===== src/sv/mexp_pkg.sv =====
`default_nettype none

package mexp_pkg;

  localparam int unsigned Width = 32;
  localparam int unsigned CntW  = $clog2(Width);

  typedef logic [Width-1:0] word_t;

  typedef struct packed {
    word_t base;
    word_t exponent;
  } mexp_in_t;

  typedef struct packed {
    word_t residue;
    logic  error;
  } mexp_out_t;

  // request to the shared modular multiplier
  typedef struct packed {
    logic  start;
    word_t a;
    word_t b;
  } mul_req_t;

  typedef struct packed {
    logic  done;
    word_t prod;
  } mul_rsp_t;

  typedef enum logic [2:0] {
    SeqIdle,
    SeqReduce,
    SeqSquare,
    SeqMult,
    SeqDone
  } seq_state_e;

endpackage

`default_nettype wire


===== src/sv/mexp_mulmod.sv =====
`default_nettype none

// Bit-serial (a * b) mod m: one bit of b per cycle, MSB first.
// Each step forms 2*acc + bit*a (< 3m) and subtracts 0, m or 2m.
// Also used with a = 1 to reduce b modulo m.
module mexp_mulmod import mexp_pkg::*; (
  input  wire logic     clk_i,
  input  wire logic     rst_ni,
  input  wire mul_req_t req_i,
  input  wire word_t    modulus_i,
  output mul_rsp_t      rsp_o
);

  logic            busy_q, busy_d;
  logic            done_q, done_d;
  logic [CntW-1:0] cnt_q, cnt_d;
  word_t           acc_q, acc_d;
  word_t           a_q, a_d;
  word_t           b_q, b_d;

  logic [Width+1:0] sum, diff1, diff2, mod1, mod2;
  word_t            step;

  always_comb begin
    mod1  = {2'b00, modulus_i};
    mod2  = {1'b0, modulus_i, 1'b0};
    sum   = {1'b0, acc_q, 1'b0} + (b_q[Width-1] ? {2'b00, a_q} : '0);
    diff1 = sum - mod1;
    diff2 = sum - mod2;
    if (!diff2[Width+1]) begin
      step = diff2[Width-1:0];
    end else if (!diff1[Width+1]) begin
      step = diff1[Width-1:0];
    end else begin
      step = sum[Width-1:0];
    end
  end

  always_comb begin
    busy_d = busy_q;
    done_d = 1'b0;
    cnt_d  = cnt_q;
    acc_d  = acc_q;
    a_d    = a_q;
    b_d    = b_q;
    if (req_i.start) begin
      busy_d = 1'b1;
      cnt_d  = CntW'(Width - 1);
      acc_d  = '0;
      a_d    = req_i.a;
      b_d    = req_i.b;
    end else if (busy_q) begin
      acc_d = step;
      b_d   = {b_q[Width-2:0], 1'b0};
      cnt_d = cnt_q - CntW'(1);
      if (cnt_q == '0) begin
        busy_d = 1'b0;
        done_d = 1'b1;
      end
    end
  end

  always_ff @(posedge clk_i or negedge rst_ni) begin
    if (!rst_ni) begin
      busy_q <= 1'b0;
      done_q <= 1'b0;
      cnt_q  <= '0;
    end else begin
      busy_q <= busy_d;
      done_q <= done_d;
      cnt_q  <= cnt_d;
    end
  end

  always_ff @(posedge clk_i) begin
    acc_q <= acc_d;
    a_q   <= a_d;
    b_q   <= b_d;
  end

  assign rsp_o.done = done_q;
  assign rsp_o.prod = acc_q;

endmodule

`default_nettype wire


===== src/sv/mexp_seq.sv =====
`default_nettype none

// Square-and-multiply sequencer: reduces the base, then walks the
// exponent MSB first, issuing one product at a time to the multiplier.
module mexp_seq import mexp_pkg::*; (
  input  wire logic     clk_i,
  input  wire logic     rst_ni,
  input  wire logic     start,
  output logic          busy,
  input  wire mexp_in_t in_i,
  input  wire word_t    modulus_i,
  output mul_req_t      mul_req_o,
  input  wire mul_rsp_t mul_rsp_i,
  output logic          result_valid_o,
  output mexp_out_t     result_o
);

  seq_state_e      state_q, state_d;
  word_t           base_q, base_d;
  word_t           exp_q, exp_d;
  word_t           r_q, r_d;
  logic            err_q, err_d;
  logic [CntW-1:0] bit_q, bit_d;

  always_comb begin
    state_d   = state_q;
    base_d    = base_q;
    exp_d     = exp_q;
    r_d       = r_q;
    err_d     = err_q;
    bit_d     = bit_q;
    mul_req_o = '0;
    case (state_q)
      SeqIdle: begin
        if (start) begin
          if (modulus_i == '0) begin
            r_d     = '0;
            err_d   = 1'b1;
            state_d = SeqDone;
          end else begin
            err_d           = 1'b0;
            exp_d           = in_i.exponent;
            bit_d           = CntW'(Width - 1);
            r_d             = (modulus_i == word_t'(1)) ? '0 : word_t'(1);
            mul_req_o.start = 1'b1;
            mul_req_o.a     = word_t'(1);
            mul_req_o.b     = in_i.base;
            state_d         = SeqReduce;
          end
        end
      end
      SeqReduce: begin
        if (mul_rsp_i.done) begin
          base_d          = mul_rsp_i.prod;
          mul_req_o.start = 1'b1;
          mul_req_o.a     = r_q;
          mul_req_o.b     = r_q;
          state_d         = SeqSquare;
        end
      end
      SeqSquare: begin
        if (mul_rsp_i.done) begin
          r_d = mul_rsp_i.prod;
          if (exp_q[Width-1]) begin
            mul_req_o.start = 1'b1;
            mul_req_o.a     = mul_rsp_i.prod;
            mul_req_o.b     = base_q;
            state_d         = SeqMult;
          end else if (bit_q == '0) begin
            state_d = SeqDone;
          end else begin
            bit_d           = bit_q - CntW'(1);
            exp_d           = {exp_q[Width-2:0], 1'b0};
            mul_req_o.start = 1'b1;
            mul_req_o.a     = mul_rsp_i.prod;
            mul_req_o.b     = mul_rsp_i.prod;
          end
        end
      end
      SeqMult: begin
        if (mul_rsp_i.done) begin
          r_d = mul_rsp_i.prod;
          if (bit_q == '0) begin
            state_d = SeqDone;
          end else begin
            bit_d           = bit_q - CntW'(1);
            exp_d           = {exp_q[Width-2:0], 1'b0};
            mul_req_o.start = 1'b1;
            mul_req_o.a     = mul_rsp_i.prod;
            mul_req_o.b     = mul_rsp_i.prod;
            state_d         = SeqSquare;
          end
        end
      end
      SeqDone: begin
        state_d = SeqIdle;
      end
      default: begin
        state_d = SeqIdle;
      end
    endcase
  end

  always_ff @(posedge clk_i or negedge rst_ni) begin
    if (!rst_ni) begin
      state_q <= SeqIdle;
      bit_q   <= '0;
    end else begin
      state_q <= state_d;
      bit_q   <= bit_d;
    end
  end

  always_ff @(posedge clk_i) begin
    base_q <= base_d;
    exp_q  <= exp_d;
    r_q    <= r_d;
    err_q  <= err_d;
  end

  assign busy             = (state_q != SeqIdle);
  assign result_valid_o   = (state_q == SeqDone);
  assign result_o.residue = r_q;
  assign result_o.error   = err_q;

endmodule

`default_nettype wire


===== src/sv/modular_exponentiation.sv =====
// Modular exponentiation, base ** exponent mod modulus, by square-and-multiply
// over all 32 exponent bits, MSB first. One word goes in while busy is low;
// its result shows on result_o for exactly one cycle with result_valid_o and
// cannot be held off, so the receiver must take it then. Every modular product
// runs through one shared bit-serial multiplier, one multiplier bit per cycle.
// A zero modulus returns error with residue 0. The modulus register resets to
// 1; the user must write it only while idle, as the block itself does not
// enforce this.
`default_nettype none

module modular_exponentiation import mexp_pkg::*; (
  input  wire logic     clk_i,
  input  wire logic     rst_ni,
  input  wire logic     cfg_we_i,
  input  wire word_t    cfg_wdata_i,
  input  wire logic     start,
  output logic          busy,
  input  wire mexp_in_t in_i,
  output logic          result_valid_o,
  output mexp_out_t     result_o
);

  word_t    modulus_q;
  mul_req_t mul_req;
  mul_rsp_t mul_rsp;

  always_ff @(posedge clk_i or negedge rst_ni) begin
    if (!rst_ni) begin
      modulus_q <= word_t'(1);
    end else if (cfg_we_i) begin
      modulus_q <= cfg_wdata_i;
    end
  end

  mexp_seq u_seq (
    .clk_i          (clk_i),
    .rst_ni         (rst_ni),
    .start          (start),
    .busy           (busy),
    .in_i           (in_i),
    .modulus_i      (modulus_q),
    .mul_req_o      (mul_req),
    .mul_rsp_i      (mul_rsp),
    .result_valid_o (result_valid_o),
    .result_o       (result_o)
  );

  mexp_mulmod u_mulmod (
    .clk_i     (clk_i),
    .rst_ni    (rst_ni),
    .req_i     (mul_req),
    .modulus_i (modulus_q),
    .rsp_o     (mul_rsp)
  );

endmodule

`default_nettype wire


===== config.mk =====
export PLATFORM = sky130hd
export DESIGN_NAME = modular_exponentiation
export DESIGN_NICKNAME = d
export VERILOG_FILES = /design/src/sv/mexp_pkg.sv /design/src/sv/mexp_mulmod.sv /design/src/sv/mexp_seq.sv /design/src/sv/modular_exponentiation.sv
export SDC_FILE = /design/constraint.sdc
export NUM_CORES = 1
export LEC_CHECK = 0
export ABC_AREA = 1
export BUFFER_PORTS_ARGS = -buffer_cell sky130_fd_sc_hd__clkbuf_2
export CAP_MARGIN = 10
export CORE_MARGIN = 3
export CORE_UTILIZATION = 56
export DETAILED_ROUTE_END_ITERATION = 8
export PLACE_DENSITY = 0.77
export SYNTH_ARGS = -nofsm -noshare
export SYNTH_HDL_FRONTEND = slang
export SYNTH_SLANG_ARGS = --single-unit

===== constraint.sdc =====
create_clock -name clk_i -period 3.7 [get_ports clk_i]
set_clock_uncertainty 0.1 [all_clocks]
set_input_delay 0.555 -clock clk_i [delete_from_list [all_inputs] [get_ports clk_i]]
set_output_delay 0.555 -clock clk_i [all_outputs]
set_load 0.03 [all_outputs]

# Word-level counts from Yosys, hierarchy flattened
# Index checks and enable logic that the tools add are counted.
classes:
  div: 0
  n_reduce_logical: 16
  shift: 0
  bitwise_logic: 0
  eq_ne: 15
  addsub: 5
  magnitude_cmp: 0
  n_mux: 51
  multipliers: 0
op_table:
  columns: ["cell", "count"]
  rows:
  - ["$mux W32", 15]
  - ["$mux W65", 7]
  - ["$pmux W65 S4", 1]
  - ["$pmux W32 S3", 1]
  - ["$pmux W32 S2", 1]
  - ["$mux W5", 8]
  - ["$add A33 B34 Y34", 1]
  - ["$sub A34 B32 Y34", 1]
  - ["$sub A34 B33 Y34", 1]
  - ["$eq A32 B1 Y1 const B", 1]
  - ["$logic_not A32 Y1", 1]
  - ["$mux W3", 8]
  - ["$pmux W5 S3", 1]
  - ["$pmux W3 S4", 1]
  - ["$reduce_and A6 Y1", 2]
  - ["$logic_not A5 Y1", 2]
  - ["$ne A2 B2 Y1 const B", 5]
  - ["$sub A5 B1 Y5 const B", 2]
  - ["$mux W1", 8]
  - ["$ne A2 B1 Y1 const B", 4]
  - ["$reduce_and A8 Y1", 1]
  - ["$eq A3 B2 Y1 const B", 2]
  - ["$reduce_bool A3 Y1", 2]
  - ["$reduce_and A5 Y1", 1]
  - ["other kinds (8)", 10]
word_totals:
  mem_count: 0
  romBits: 0
  ramBits: 0
  latchBits: 0
  ff_bits: 240
  inputBits: 100
  elab_cells: 101

# Logic depth before layout (Yosys ltp)
# Gate-level depths: netlist of run 1.
logic_depth:
  word_depth: 6
  ltp_mapped: 33

# Hierarchy
# A second synthesis of run 1 with hierarchy kept.
hier_totals:
  cells_unflattened: 2403
  area_unflattened_um2: 17508.0
modules_own_cells:
  columns: ["mod", "cells_each", "area_each_um2", "instances"]
  rows:
  - ["mexp_mulmod", 1632, 10642.7, 1]
  - ["mexp_seq", 635, 5571.6, 1]
  - ["modular_exponentiation", 136, 1293.7, 1]

# Worst setup path after synthesis of run 1
# Ideal clock, no wire load.
synth_timing:
  path_kind: "reg2reg"
  from: "register u_mulmod.b_q[31]"
  to: "register u_mulmod.acc_q[2]"
  arrival_time_ns: 3.801
  setup_time_ns: 0.113
  synth_period_minus_slack_ns: 4.015
  path_slack_ns: -0.315
  path_stages_with_launch: 27
  t_required_ns: 3.487
  cell_sequence: "edfxtp_1 > clkbuf_1 > nand2_1 > inv_1 > ha_1 > nand2_1 > inv_1 > a21oi_1 > nand2_1 > nand2_1 > nand2_1 > nand2_1 > nand2_1 > a21boi_0 > xor2_1 > inv_1 > ha_1 > a21oi_1 > o21ai_0 > a21oi_1 > o21ai_0 > a21o_2 > xor2_4 > buf_4 > or2_1 > nand3_1 > nand2_1"
synth_between:
  elab_chain_cells: 5
  elab_cells_between_ends: 6
  cone_classes: "add/sub: 3; mux: 3"
synth_lines:
  columns: ["element", "line_no", "text"]
  rows:
  - ["start: declaration", "mexp_mulmod.sv:19", "word_t b_q, b_d;"]
  - ["start signal: assignment", "mexp_mulmod.sv:78", "b_q <= b_d;"]
  - ["$mux W32 *", "mexp_mulmod.sv:27", "sum = {1'b0, acc_q, 1'b0} + (b_q[Width-1] ? {2'b00, a_q} : '0);"]
  - ["$add A33 B34 Y34 *", "mexp_mulmod.sv:27", null]
  - ["$sub A34 B32 Y34", "mexp_mulmod.sv:28", "diff1 = sum - mod1;"]
  - ["$mux W32", "mexp_mulmod.sv:32", "end else if (!diff1[Width+1]) begin"]
  - ["$mux W32 *", "mexp_mulmod.sv:30", "if (!diff2[Width+1]) begin"]
  - ["end signal: assignment", "mexp_mulmod.sv:76", "acc_q <= acc_d;"]
  - ["end: declaration", "mexp_mulmod.sv:17", "word_t acc_q, acc_d;"]
# Every way passes the cells marked *; elsewhere a longest branch is shown, timed or not.
# A chain may end at the register's enable or synchronous reset.

# Worst setup path after layout of run 1
# Same ends and word-level chain as after synthesis.

==> results of run 1 <==
layer usage:
| layer | GRT usage | share of wire |
|---|---|---|
| met5 | 0 | 0 |
| met4 | 0.133 | 0.044 |
| met3 | 0.0415 | 0.080 |
| met2 | 0.543 | 0.46 |
| met1 | 0.450 | 0.41 |
final cells by class:
| cell class | count | area share |
|---|---|---|
| clock buffer | 30 | 0.0302 |
| clock inverter | 19 | 0.00776 |
| inverter | 316 | 0.0523 |
| multi-input combinational | 1633 | 0.424 |
| sequential | 240 | 0.293 |
| tap | 390 | 0.0215 |
| timing repair buffer | 544 | 0.171 |
worst max-delay path: cells and delay by family (launching register included):
family          cells  cell delay [ns]
compound gates      2             0.34
simple gates       14             1.40
buf+inv             8             0.93
xor+xnor            2             0.29
flops               1             0.41
fa+ha+maj           3             0.78
what timing repair did:
| item | in CTS | in global routing |
|---|---|---|
| pin swaps | 1 | 17 |
| setup buffers | 0 | 7 |
| setup endpoints to repair | 61 | 61 |
| resized for setup | 13 | 97 |
| cloned | 0 | 4 |
| hold buffers | 1 | 0 |
| hold endpoints to repair | 24 | 0 |
how the worst min path moves through the flow:
stage | start | slack, ns | endpoint
2_1_floorplan | rst_ni | 0.16 | modulus_q[10]$_DFFE_PN0P_
3_3_place_gp | u_mulmod.acc_q[30]$_SDFFE_PP0P_ | 0.40 | u_seq.base_q[30]$_DFFE_PP_
3_5_place_dp | u_mulmod.acc_q[30]$_SDFFE_PP0P_ | 0.40 | u_seq.base_q[30]$_DFFE_PP_
4_1_cts | cfg_wdata_i[28] | 0.11 | modulus_q[28]$_DFFE_PN0P_
5_1_grt | cfg_wdata_i[28] | 0.13 | modulus_q[28]$_DFFE_PN0P_
6_report | cfg_wdata_i[28] | 0.12 | modulus_q[28]$_DFFE_PN0P_
through the flow:
step                setup TNS (ns)   util
finish                      -20.97  0.765
global route                -28.93  0.765
CTS                         -23.94  0.745
detailed placement          -32.30  0.713
global placement            -26.96  0.713
floorplan                   -0.969      -
logic make-up after synthesis:
family | after synthesis
AOI/OAI and AO/OA | 454
xor gates and xnor gates | 76
adders and majority gates | 101
buffers and inverters | 384
DFF | 240
and+or+nand+nor | 1002
cell usage in the layout (no fill, tap or decap), types with 12 or more instances in the layout:
cell / synthesis / routed
a21o_1: 12 / 12
a21oi_1: 149 / 120
a21oi_2: 1 / 29
a32oi_1: 16 / 16
buf_4: 8 / 397
clkbuf_16: 0 / 31
clkbuf_2: 0 / 134
dfrtp_1: 46 / 46
dfxtp_1: 32 / 32
edfxtp_1: 161 / 161
ha_1: 98 / 62
ha_4: 0 / 33
inv_1: 305 / 295
inv_2: 6 / 17
nand2_1: 633 / 602
nand2_2: 6 / 35
nand3_1: 115 / 106
nand3_2: 4 / 12
nand4_1: 24 / 24
nor2_1: 158 / 146
nor2_2: 9 / 16
nor3_1: 28 / 23
o2111ai_1: 17 / 17
o21ai_0: 192 / 185
o21bai_1: 19 / 16
xnor2_1: 30 / 29
xor2_1: 44 / 37
power by group through the flow:
stage	sequential, mW	clock, mW	combinational (mW)
finish	3.49	2.67	18.3
detailed placement	3.52	0	16.6
floorplan	3.51	0	9.23
global placement	3.52	0	16.2
global route	3.50	2.80	19.9
CTS	3.47	2.69	16.8
state kept, by name (all words and copies together), names as in the netlist:
| name | cells |
|---|---|
| u_mulmod.busy_q | 1 |
| u_mulmod.done_q | 1 |
| u_seq.state_q | 3 |
| u_mulmod.acc_q | 32 |
| u_seq.bit_q | 5 |
| u_seq.exp_q | 32 |
| u_seq.err_q | 1 |
| u_seq.base_q | 32 |
| u_mulmod.cnt_q | 5 |
| u_mulmod.a_q | 32 |
| u_seq.r_q | 32 |
| u_mulmod.b_q | 32 |
| modulus_q | 32 |
==> metrics.txt, run 1 <==
fraction of layout cells with a size suffix above 1=0.278; grt ovf=0; Worst Hold Class=primary input to flop; Max Fclk=~0.23 GHz; # H-tree levels=1; async set-reset flop share out of synthesis=0.196; worst skew pair latency=0.54 ns; fin worst setup slack=-0.696 ns; hpwl dp=43000 um; CP dominant cell by count=nand2_1; Crit-path slowest cell=edfxtp_1; Bufs on Longest Clock Path=3; Adder-Cell Fraction of Synth Area=0.0759; CP endpoint kind=flop; vias in the first global route=17000; starting DRC count in detailed routing=around 1800; final WL=about 57000 um; FF-to-FF path depth=29; post-synthesis compound-gate area fraction=0.153; Worst Path Required=4.03 ns; crit path from=u_mulmod.b_q[31]$_DFFE_PP_; Post-Synth Simple-Gate Area=0.247; via/cell ratio=5.64; minimum clock period=4.40 ns; yosys warns=0; dominant cells by area after synthesis=edfxtp_1, nand2_1, ha_1; CTS sink cnt=240; PortBufs=134; routability cong.=1.04; Final Cycle Share=1.19; reg2reg end=u_mulmod.acc_q[2]$_SDFFE_PP0P_; Gate power share=0.748; final instance area=~23000 sq um; post-route ant nets=0; worst hold slack=between 0.1 and 0.15 ns; Max IR drop VDD=around 0.91 mV; Syn Nets=roughly 2500; Post-Syn Area=16900 sq um; die width=180 um; CP arrival=4.73 ns; Synth top area share=0.285; max_slew headroom=0.307; ANT cells=0; mux cell area share after synthesis=0; largest family of logic cells by synthesized area=simple AND/OR/NAND/NOR gates; Net Sw Frac=0.451; via count=approximately 18000; Post-synth EDFFs=161; Max Slew Vio Count=0; LEAKAGE=10.9 nW; Synth Register Bits=240; clk slew on worst S/H paths=approximately 0.060 ns; largest net degree at the start of global routing=83; Synth Area in XOR/XNOR=0.0408; Switching Power=11.0 mW; Tot GR Track Use=0.332; sequential area share after synthesis=0.393; die area=32400 sq um; Initial Util=0.570; r2r setup slk=-0.70 ns; Mapped Cells=2257; IO Count=135; startpoint types=flop; WS Path Type=flop to flop; sequential cell area=approximately 6700 sq um; most common library cells after synthesis=nand2_1, inv_1, o21ai_0; Post-Place Worst Slack=-0.900 ns; RR Startpoint=u_mulmod.b_q[31]$_DFFE_PP_; fill count=2194; biggest cell delay along the critical path=0.41 ns; Placed Instances=3111; count leader, synth=nand2_1; Final #Nets=between 2000 and 3000; Pwr Total=24.5 mW; area occupied by multi-input gates=9640 sq um; Syn-to-layout area delta=34.1%; Finish-stage setup viols=32; WL per Instance=17.9 um; hold depth=3; Reg power frac=0.143; Yosys top cell by area=edfxtp_1; failing checks=setup timing; die height=180 um; Internal=13.4 mW; worst-path fanout max=23; core footprint=29700 sq um; status=complete, but fails checks; clock power share=0.109; max cap viols=0; Distinct cells, synth=58; Slew @ Worst Pin=1.04 ns; Synth Flop Type=edfxtp_1; Pwr per Cell Area=around 1100 nW/um^2; Fin. Hold Viols=0; 1st-pass router iterations=6; row count=63; initial antenna violation count=0; Cell Count, Final, Fillers Out=3172; global-route wire length before repair=87800 um; CTS tree=built; Avg Inst Size Synth=~7.5 sq um; DRC viols=0; setup repair after global routing missed its margin=yes; CP endpoint=u_mulmod.acc_q[2]$_SDFFE_PP0P_; clk root buf=clkbuf_16; placed cell areas=21200 sq um; TritonCTS Buffers=27
(Power assumes the default switching activity.)
==> inputs of run 2 (changes only) <==
--- a/config.mk
+++ b/config.mk
@@ -14,4 +14,5 @@
 export PLACE_DENSITY = 0.77
 export SYNTH_ARGS = -nofsm -noshare
 export SYNTH_HDL_FRONTEND = slang
+export SYNTH_HIERARCHICAL = 1
 export SYNTH_SLANG_ARGS = --single-unit
==> run 2 against run 1 <==
  * The run still ends with setup timing left
  * Critical path type unchanged
  * Fmax increased by 0.32%
  * Register-to-register slack about the same
  * Synthesized area increased by 3.3%
  * Wire length increased by 7.3%
==> metrics.txt, run 2 <==
async set-reset flop share out of synthesis=0.196; Distinct cells, synth=61; final instance area=around 23000 sq um; grt ovf=0; max cap viols=0; Post-Place Worst Slack=-0.878 ns; TritonCTS Buffers=27; die height=183 um; Synth Flop Type=edfxtp_1; via count=18600; Avg Inst Size Synth=~7.3 sq um; CP endpoint kind=flop; CTS sink cnt=240; worst-path fanout max=17; max_slew headroom=0.316; count leader, synth=nand2_1; row count=64; Post-Syn Area=approximately 18000 sq um; Yosys top cell by area=edfxtp_1; startpoint types=flop; PortBufs=134; fin worst setup slack=-0.682 ns; Finish-stage setup viols=32; Worst Path Required=4.03 ns; core footprint=30700 sq um; dominant cells by area after synthesis=edfxtp_1, nand2_1, ha_1; hpwl dp=around 47000 um; most frequent cells in the layout=nand2_1, buf_4, inv_1; sequential area share after synthesis=0.380; Tot GR Track Use=0.354; placed cell areas=21900 sq um; Max Fclk=0.228 GHz; IO Count=135; Hold-fix buffers, CTS=0; Syn-to-layout area delta=33.2%; final WL=61100 um; CP endpoint=u_mulmod/acc_q[16]$_SDFFE_PP0P_; biggest cell delay along the critical path=0.41 ns; CP arrival=approximately 4.7 ns; WS Path Type=flop to flop; Final #Nets=3110; reg2reg end=u_mulmod/acc_q[16]$_SDFFE_PP0P_; FF-to-FF path depth=29; Bufs on Longest Clock Path=3; Initial Util=0.571; Max Slew Vio Count=0; initial antenna violation count=1; worst skew pair latency=0.55 ns; 1st-pass router iterations=6; routability cong.=1.01; post-route ant nets=0; Slew @ Worst Pin=1.03 ns; Syn Nets=2605; die area=about 33000 sq um; clk root buf=clkbuf_16; most common library cells after synthesis=nand2_1, inv_1, nor2_1; fraction of layout cells with a size suffix above 1=0.271; Final Cycle Share=1.18; minimum clock period=4.38 ns; r2r setup slk=-0.68 ns; # H-tree levels=1; Crit-path slowest cell=edfxtp_1; yosys warns=6; vias in the first global route=18100; status=complete, but fails checks; largest net degree at the start of global routing=65; ANT cells=0; CP dominant cell by count=nand2_1; via/cell ratio=5.59; Placed Instances=3266; starting DRC count in detailed routing=1897; global-route wire length before repair=94400 um; setup repair after global routing missed its margin=yes; DRC viols=0; clk slew on worst S/H paths=0.07 ns; crit path from=u_mulmod/b_q[31]$_DFFE_PP_; failing checks=setup timing; Cell Count, Final, Fillers Out=~3300; die width=between 150 and 200 um; RR Startpoint=u_mulmod/b_q[31]$_DFFE_PP_; commonest non-fill, non-tap cell in the layout=nand2_1; WL per Instance=18.4 um; Mapped Cells=2403; Synth Register Bits=240; Synth top area share=0.276; CTS tree=built; Fin. Hold Viols=0; Worst Hold Class=primary input to async pin; Post-synth EDFFs=161
-- run 2: changes by cell type in the layout (fill, tap and decap cells not counted), moves of 23 or more --
cell and change:
a22o_1 +23, o21ai_1 +46, nand3_1 +31, nand4_1 +29, nand2_1 +83, nor2_1 +44
o21ai_0 -89
-- run 2: cell type report --
cell class | count | area [sq um]
Clock buffer | 38 | 747
Clock inverter | 12 | 113
Fill cell | 2310 | 7350
Inverter | 315 | 1190
Multi-Input combinational cell | 1768 | 10100
Sequential cell | 240 | 6650
Tap cell | 396 | 495
Timing Repair Buffer | 556 | 3980
-- run 2: cell families after synthesis --
family          after synthesis  synth area share
simple gates               1190             0.285
compound gates              404             0.130
buf+inv                     395            0.0935
flops                       240             0.380
fa+ha+maj                   102            0.0742
xor+xnor                     72            0.0375
-- run 2: worst min path at each step --
stage	start	to	slack, ns	depth (start not counted)
floorplan	rst_ni	modulus_q[10]$_DFFE_PN0P_	0.16	0
global route	cfg_wdata_i[0]	modulus_q[0]$_DFFE_PN1P_	0.11	3
global placement	u_seq/bit_q[1]$_DFFE_PN0P_	u_seq/bit_q[1]$_DFFE_PN0P_	0.36	2
finish	rst_ni	u_seq/state_q[2]$_DFFE_PN0P_	0.07	1
CTS	cfg_wdata_i[0]	modulus_q[0]$_DFFE_PN1P_	0.08	3
detailed placement	u_seq/bit_q[1]$_DFFE_PN0P_	u_seq/bit_q[1]$_DFFE_PN0P_	0.38	2
-- run 2: per-layer routing --
| layer | up-vias | part of all wire | wire [um] | GRT usage |
|---|---|---|---|---|
| met2 | 889 | 0.45 | 27800 | 0.574 |
| met1 | 8592 | 0.41 | 25300 | 0.477 |
| li1 | 8918 | - | - | - |
| met4 | 2 | 0.043 | 2610 | 0.129 |
| met3 | 178 | 0.087 | 5340 | 0.0694 |
| met5 | - | 0.00028 | 17 | 0 |
-- run 2: through the flow --
stage / setup TNS (ns) / util / hold WS (ns)
2_1_floorplan: -0.538 / - / 0.159
3_3_place_gp: -22.94 / 0.713 / 0.361
3_5_place_dp: -26.01 / 0.713 / 0.375
4_1_cts: -19.32 / 0.751 / 0.0850
5_1_grt: -27.89 / 0.760 / 0.109
6_report: -20.51 / 0.760 / 0.0654
-- run 2: worst max-delay path, delay by kind of cell, from the launching register on --
| kind | cells | cell delay, ns |
|---|---|---|
| AOI/OAI and AO/OA | 3 | 0.56 |
| buffers and inverters | 6 | 0.82 |
| DFF | 1 | 0.41 |
| adders and majority gates | 2 | 0.54 |
| xor gates and xnor gates | 1 | 0.14 |
| and+or+nand+nor | 17 | 1.67 |
-- run 2: timing repair --
item                       4_1_cts  5_1_grt
buffers inserted                 4        2
pin swaps                        8        9
gates resized for setup         59       54
setup endpoints to repair       32       32
gates cloned                     1        2
Power of run 2 is not shown: default switching activity piles up to over one toggle a cycle in this logic, so the estimate is an artifact.
